**config.mk**
```make
export PLATFORM = sky130hd
export DESIGN_NAME = motion_to_step_taps
export DESIGN_NICKNAME = d
export VERILOG_FILES = /design/src/rtl/core/mtst_pkg.sv /design/src/rtl/core/motion_to_step_taps.sv
export SDC_FILE = /design/constraint.sdc
export NUM_CORES = 1
export LEC_CHECK = 0
export BUFFER_PORTS_ARGS = -buffer_cell sky130_fd_sc_hd__buf_2
export CELL_PAD_IN_SITES_DETAIL_PLACEMENT = 1
export CELL_PAD_IN_SITES_GLOBAL_PLACEMENT = 1
export CORE_ASPECT_RATIO = 0.6
export CORE_MARGIN = 3
export CORE_UTILIZATION = 45
export CTS_CLUSTER_DIAMETER = 150
export DETAILED_ROUTE_END_ITERATION = 6
export HOLD_SLACK_MARGIN = 0.05
export PLACE_DENSITY = 0.82
export SYNTH_ARGS = -nofsm -noshare
export SYNTH_HDL_FRONTEND = slang
export SYNTH_SLANG_ARGS = --single-unit
```
**constraint.sdc**
```tcl
create_clock -name clk -period 11.36 [get_ports clk]
set_clock_uncertainty 0.05 [all_clocks]
set_input_delay 0.568 -clock clk [delete_from_list [all_inputs] [get_ports clk]]
set_output_delay 0.568 -clock clk [all_outputs]
set_load 0.01 [all_outputs]
```
**src/rtl/core/mtst_pkg.sv**
```systemverilog
// shared types and constants of the motion to step tap quantizer
`default_nettype none

package mtst_pkg;

    localparam int MAX_TAPS_DEF = 10;

    localparam int TYPE_W  = 16;
    localparam int CODE_W  = 16;
    localparam int VALUE_W = 16;
    localparam int THR_W   = 15;
    localparam int SUM_W   = 16;
    localparam int WORK_W  = SUM_W + 1;
    localparam int CFG_IDX_W  = 2;
    localparam int CFG_DATA_W = 16;
    localparam int IN_USER_W  = TYPE_W + CODE_W;
    localparam int OUT_DATA_W = 8;
    localparam int OUT_USER_W = 2;

    localparam logic [TYPE_W-1:0] MATCH_TYPE_RST = TYPE_W'(2);
    localparam logic [CODE_W-1:0] MATCH_CODE_RST = CODE_W'(0);
    localparam logic [THR_W-1:0]  THRESHOLD_RST  = THR_W'(8);

    typedef enum logic [CFG_IDX_W-1:0] {
        REG_MATCH_TYPE = 2'd0,
        REG_MATCH_CODE = 2'd1,
        REG_THRESHOLD  = 2'd2
    } cfg_reg_t;

    typedef enum logic [1:0] {
        ST_IDLE,
        ST_ACCUM,
        ST_STEP
    } state_t;

endpackage

`default_nettype wire

```
**src/rtl/core/motion_to_step_taps.sv**
```systemverilog
// top level: quantizes relative motion on one axis into forward and back taps
`default_nettype none

// One event is taken at a time. An event that does not match the configured type and
// code gives one pass-through result, registered after the accumulate state, and then the
// block returns to idle for the next event. A matching event is added to the residue, then
// one shared 17-bit adder takes one threshold step per cycle, up to MAX_TAPS steps, while
// the result side does not stall. Results come one per cycle, while the result side does
// not stall, out of an output register; the last result of each event carries tlast.
// Configuration writes are always taken and should only be made while the block is idle.
module motion_to_step_taps
    import mtst_pkg::*;
#(
    parameter int MAX_TAPS = MAX_TAPS_DEF
)
(
    input  wire                   clk,
    input  wire                   rst_n,
    // event_value
    input  wire [VALUE_W-1:0]     s_tdata,
    // event_type [15:0], event_code [31:16]
    input  wire [IN_USER_W-1:0]   s_tuser,
    input  wire                   s_tvalid,
    output logic                  s_tready,
    // tap_direction [0], zero fill above
    output logic [OUT_DATA_W-1:0] m_tdata,
    // tap_valid [0], consumed [1]
    output logic [OUT_USER_W-1:0] m_tuser,
    output logic                  m_tlast,
    output logic                  m_tvalid,
    input  wire                   m_tready,
    input  wire                   cfg_valid,
    output logic                  cfg_ready,
    input  wire [CFG_IDX_W-1:0]   cfg_index,
    input  wire [CFG_DATA_W-1:0]  cfg_data
);

    localparam int TAP_CNT_W = $clog2(MAX_TAPS + 1);

    state_t state_reg, state_next;

    logic [TYPE_W-1:0]  match_type_reg;
    logic [CODE_W-1:0]  match_code_reg;
    logic [THR_W-1:0]   threshold_reg;

    logic [TYPE_W-1:0]  ev_type_reg;
    logic [CODE_W-1:0]  ev_code_reg;
    logic [VALUE_W-1:0] ev_value_reg;

    logic signed [SUM_W-1:0]  motion_sum_reg, motion_sum_next;
    logic signed [WORK_W-1:0] work_reg, work_next;
    logic [TAP_CNT_W-1:0]     taps_reg, taps_next;
    logic                     dir_reg, dir_next;
    logic                     pend_reg, pend_next;

    logic out_valid_reg, out_valid_next;
    logic out_dir_reg, out_dir_next;
    logic out_tap_reg, out_tap_next;
    logic out_cons_reg, out_cons_next;
    logic out_last_reg, out_last_next;

    logic [THR_W-1:0]         thr_eff;
    logic signed [WORK_W-1:0] thr_ext;
    logic signed [WORK_W-1:0] add_a, add_b, add_res;
    logic signed [WORK_W-1:0] clamp_val;
    logic                     ev_match;
    logic                     step_cond;
    logic                     can_step;
    logic                     out_free;

    assign s_tready  = (state_reg == ST_IDLE);
    assign cfg_ready = 1'b1;
    assign m_tvalid  = out_valid_reg;
    assign m_tdata   = {{(OUT_DATA_W-1){1'b0}}, out_dir_reg};
    assign m_tuser   = {out_cons_reg, out_tap_reg};
    assign m_tlast   = out_last_reg;

    assign out_free = !out_valid_reg || m_tready;
    assign thr_eff  = (threshold_reg == '0) ? THR_W'(1) : threshold_reg;
    assign thr_ext  = signed'({{(WORK_W-THR_W){1'b0}}, thr_eff});
    assign ev_match = (ev_type_reg == match_type_reg) && (ev_code_reg == match_code_reg);

    // the one shared adder: accumulate, then threshold steps
    always_comb
    begin
        if (state_reg == ST_STEP)
        begin
            add_a = work_reg;
            add_b = dir_reg ? thr_ext : -thr_ext;
        end
        else
        begin
            add_a = WORK_W'(motion_sum_reg);
            add_b = WORK_W'(signed'(ev_value_reg));
        end
    end
    assign add_res = add_a + add_b;

    // forward step while sum - thr >= 0, back step while sum + thr <= 0
    assign step_cond = dir_reg ? (add_res <= 0) : !add_res[WORK_W-1];
    assign can_step  = step_cond && (taps_reg != TAP_CNT_W'(MAX_TAPS));
    assign clamp_val = dir_reg ? (WORK_W'(1) - thr_ext) : (thr_ext - WORK_W'(1));

    always_comb
    begin
        state_next = state_reg;
        unique case (state_reg)
            ST_IDLE:
            begin
                if (s_tvalid)
                begin
                    state_next = ST_ACCUM;
                end
            end
            ST_ACCUM:
            begin
                if (ev_match)
                begin
                    state_next = ST_STEP;
                end
                else if (out_free)
                begin
                    state_next = ST_IDLE;
                end
            end
            ST_STEP:
            begin
                if (!can_step && out_free)
                begin
                    state_next = ST_IDLE;
                end
            end
            default:
            begin
                state_next = ST_IDLE;
            end
        endcase
    end

    always_comb
    begin
        motion_sum_next = motion_sum_reg;
        work_next       = work_reg;
        taps_next       = taps_reg;
        dir_next        = dir_reg;
        pend_next       = pend_reg;
        out_valid_next  = out_valid_reg && !m_tready;
        out_dir_next    = out_dir_reg;
        out_tap_next    = out_tap_reg;
        out_cons_next   = out_cons_reg;
        out_last_next   = out_last_reg;
        unique case (state_reg)
            ST_IDLE:
            begin
            end
            ST_ACCUM:
            begin
                if (ev_match)
                begin
                    work_next = add_res;
                    dir_next  = add_res[WORK_W-1];
                    taps_next = '0;
                    pend_next = 1'b0;
                end
                else if (out_free)
                begin
                    out_valid_next = 1'b1;
                    out_dir_next   = 1'b0;
                    out_tap_next   = 1'b0;
                    out_cons_next  = 1'b0;
                    out_last_next  = 1'b1;
                end
            end
            ST_STEP:
            begin
                if (can_step)
                begin
                    // a held tap goes out only once the next step is known to exist
                    if (!pend_reg || out_free)
                    begin
                        work_next = add_res;
                        taps_next = taps_reg + TAP_CNT_W'(1);
                        pend_next = 1'b1;
                        if (pend_reg)
                        begin
                            out_valid_next = 1'b1;
                            out_dir_next   = dir_reg;
                            out_tap_next   = 1'b1;
                            out_cons_next  = 1'b1;
                            out_last_next  = 1'b0;
                        end
                    end
                end
                else if (out_free)
                begin
                    // steps done: keep the residue, or clamp it if the tap limit hit with a full step left
                    motion_sum_next = step_cond ? clamp_val[SUM_W-1:0] : work_reg[SUM_W-1:0];
                    pend_next       = 1'b0;
                    out_valid_next  = 1'b1;
                    out_dir_next    = pend_reg && dir_reg;
                    out_tap_next    = pend_reg;
                    out_cons_next   = 1'b1;
                    out_last_next   = 1'b1;
                end
            end
            default:
            begin
            end
        endcase
    end

    always_ff @(posedge clk or negedge rst_n)
    begin
        if (!rst_n)
        begin
            state_reg      <= ST_IDLE;
            match_type_reg <= MATCH_TYPE_RST;
            match_code_reg <= MATCH_CODE_RST;
            threshold_reg  <= THRESHOLD_RST;
            motion_sum_reg <= '0;
            taps_reg       <= '0;
            dir_reg        <= 1'b0;
            pend_reg       <= 1'b0;
            out_valid_reg  <= 1'b0;
        end
        else
        begin
            state_reg      <= state_next;
            motion_sum_reg <= motion_sum_next;
            taps_reg       <= taps_next;
            dir_reg        <= dir_next;
            pend_reg       <= pend_next;
            out_valid_reg  <= out_valid_next;
            if (cfg_valid && cfg_ready)
            begin
                unique case (cfg_index)
                    REG_MATCH_TYPE: match_type_reg <= cfg_data[TYPE_W-1:0];
                    REG_MATCH_CODE: match_code_reg <= cfg_data[CODE_W-1:0];
                    REG_THRESHOLD:  threshold_reg  <= cfg_data[THR_W-1:0];
                    default:
                    begin
                    end
                endcase
            end
        end
    end

    always_ff @(posedge clk)
    begin
        if (s_tvalid && s_tready)
        begin
            ev_type_reg  <= s_tuser[TYPE_W-1:0];
            ev_code_reg  <= s_tuser[IN_USER_W-1:TYPE_W];
            ev_value_reg <= s_tdata;
        end
        work_reg      <= work_next;
        out_dir_reg   <= out_dir_next;
        out_tap_reg   <= out_tap_next;
        out_cons_reg  <= out_cons_next;
        out_last_reg  <= out_last_next;
    end

endmodule

`default_nettype wire

```
==> impl_metrics.json <==
{
  "synth_top_area_share_pct": 26.7,
  "netlist_instances": 681,
  "holdPathStages": 1,
  "globalplace.congestion": 0.933,
  "fp.dieW_um": 176,
  "rows": 36,
  "r2r-start": "threshold_reg[8]",
  "critical-path-max-stage-delay_ns": 0.51,
  "swShare_pct": 34.3,
  "num_antenna_cells": 0,
  "relSlewSlack_pct": 15.3,
  "grt_pass1_wl_mm": 35.2,
  "cts-root-buf": "clkbuf_16",
  "hold_path_class": "in -> reg",
  "postRouteAntennaNets": 0,
  "areaGrowthSynthToFinish_pct": 14.7,
  "drt_first_pass_iters": 5,
  "crit_arrival_ns": 6.50,
  "grt_pass1_vias": 6167,
  "p_comb_share_pct": 28.0,
  "seq_area_frac_synth_pct": 49.9,
  "io_pins": 85,
  "cp.buffers_inverters": 1,
  "worst-slew-pin-transition_ns": 1.27,
  "grt.overflow.total": 0,
  "status": "completed",
  "ys_warn_count": 0,
  "yosysTopAreaCell": "edfxtp_1",
  "leakage_uw": 0.00353,
  "path_class": "reg -> reg",
  "clockPowerShare_pct": 32.5,
  "rrSetupSlack_ns": 4.88,
  "ys_ff_latch": 141,
  "numPortBuffers": 76,
  "ys.flop_type": "dfrtp_1",
  "hold_violations": 0,
  "routedWlPerCell_um": 22.9,
  "holdCritStartpoint": "s_tdata[1]",
  "maxSlewViolCount": 0,
  "required_ns": 11.39,
  "switchingPower_uw": 646,
  "grt_max_degree": 73,
  "ctsHoldBuffers": 0,
  "die_h_um": 108,
  "clock_sinks": 141,
  "ys_types": 70,
  "hold_path_end": "ev_value_reg[1]",
  "synth_area_leaders": "edfxtp_1, dfrtp_1, mux2_2",
  "cellPowerDensity_mw_per_mm2": 211,
  "synth_edf_count": 69,
  "cts_resized": 0,
  "fmax_ghz": 0.154,
  "synth_area_per_cell_um2": 11.4,
  "synth-async-reset-ratio_pct": 51.1,
  "drc": 0,
  "setup_violations": 0,
  "routed_wl_mm": 22.6,
  "dieArea_mm2": 0.0189,
  "fin_crit_sh_pct": 57.0,
  "antenna_found_initial": 0,
  "largest_reg_flops": 17,
  "core_mm2": 0.0166,
  "cts_tree": "done",
  "initial_core_util_pct": 46.9,
  "grtUsageTotal_pct": 24.6,
  "dp_hpwl_mm": 15.7,
  "drt-vias-per-instance": 5.81,
  "crit_family": "compound AO/OA/AOI/OAI gates",
  "cap_violations": 0,
  "final_nets": 840,
  "first_iter_violations": 435,
  "end_kind": "register",
  "fin_total_pwr_uw": 1880,
  "post-route-util_pct": 53.8,
  "power_frac_seq_pct": 39.4,
  "path_cells": "nor4_4 -> and3_4 -> a31o_2 -> inv_1 -> ha_1 -> a21o_1 -> o21ai_0 -> o21bai_1 -> xor2_1 -> mux2_2 -> ha_1 -> a21oi_1 -> a32oi_1 -> a221oi_1 -> o221ai_1 -> nor4_4 -> a31oi_4 -> nor2_4 -> o21ba_2",
  "cts_buffers": 17,
  "synth.most_common_cell": "dfrtp_1",
  "vdd_drop_max_mv": 0.112,
  "critPathSlowestCell": "o21ba_2",
  "syn-cell-area_mm2": 0.00777,
  "post_cts_buffers": 0,
  "rsz0062_at_grt": "false",
  "r2r_end": "work_reg[11]",
  "fin_tns_setup_ns": 0,
  "netlist_top_cells_count": "dfrtp_1, edfxtp_1, mux2_2",
  "cp_max_fo": 18,
  "startpoint_type": "register",
  "drive_above_1_share_pct": 28.6,
  "vias": 5732,
  "reg2regPathDepth": 19,
  "min_period_ns": 6.48,
  "cts_buffer_depth": 2,
  "clk_pin_slew_ns": 0.07,
  "clk_latency_ns": 0.45,
  "cts.htree.levels": 4,
  "internal-power_uw": 1240
}
cells by family after synthesis:
kind of cell	after synthesis	synth area share [%]
flops	141	49.9
fa+ha+maj	24	3.96
simple gates	164	11.0
mux	70	10.1
other cells	2	0.0967
compound gates	149	13.1
buf+inv	59	3.59
xor+xnor	72	8.30
cell usage in the layout, fill, tap and decap left out, types with 3 or more instances in the layout:
master     instances
xnor2_1           23
dfrtp_1           70
inv_1             18
nor2b_1            3
o21a_1             4
a21oi_2            4
xor2_1            48
a21oi_1           49
o22ai_1            3
inv_6              3
nand2_1           37
a221oi_1           3
clkbuf_16         17
bufinv_16          4
and2_1             4
a221o_1            3
nor3_1            10
ha_1              22
mux2_2            66
nor2_1            48
nor3b_1            3
o21ai_1            4
conb_1             8
a21o_1             6
o211ai_1           5
mux2i_1            4
a31oi_1           15
nand2_2            8
o21ai_0           20
nand4_1            6
buf_2             76
o21ai_2            8
nor4_1            10
nand3_1           12
nand3b_1           3
nand2b_1           6
edfxtp_1          69
buf_4              4
worst max path at each step:
stage                     startpoint            to  cells past startpoint
floorplan           threshold_reg[5]   work_reg[0]                     21
global placement    threshold_reg[8]   work_reg[8]                     19
detailed placement  threshold_reg[6]   work_reg[8]                     19
CTS                 threshold_reg[8]  work_reg[11]                     19
global route        threshold_reg[8]  work_reg[14]                     19
finish              threshold_reg[8]  work_reg[11]                     19
layer usage:
layer / wire length [µm] / share of wire, % / global-route usage [%]
met2: 10400 / 46 / 38.3
met1: 10500 / 46 / 34.3
met4: 369 / 1.6 / 7.62
met5: 0 / 0 / 0
met3: 1370 / 6.1 / 5.81
layout make-up:
class                      instances  area [µm²]
timing repair buffer              80         410
clock buffer                      19         443
fill                            1793        7660
inverter                          18        67.6
clock inverter                    13         186
sequential                       141        3880
tap                              228         285
multi-input combinational        487        3640
power groups by stage:
| stage | Sequential (µW) | Combinational [µW] | Clock [µW] |
|---|---|---|---|
| 6_report | 743 | 528 | 612 |
| 5_1_grt | 753 | 577 | 639 |
| 4_1_cts | 741 | 523 | 618 |
| 3_5_place_dp | 746 | 512 | 0 |
| 3_3_place_gp | 736 | 490 | 0 |
| 2_1_floorplan | 715 | 382 | 0 |
metrics by stage:
step / hold slack [ns] / setup WS, ns / instance area, µm² / std cells
2_1_floorplan: 0.222 / 6.20 / 7790 / 687
3_3_place_gp: 0.413 / 5.57 / 8280 / 954
3_5_place_dp: 0.422 / 5.09 / 8280 / 954
4_1_cts: 0.234 / 5.01 / 8910 / 986
5_1_grt: 0.234 / 4.52 / 8910 / 986
6_report: 0.243 / 4.88 / 8910 / 986
(Power assumes the default switching activity.)
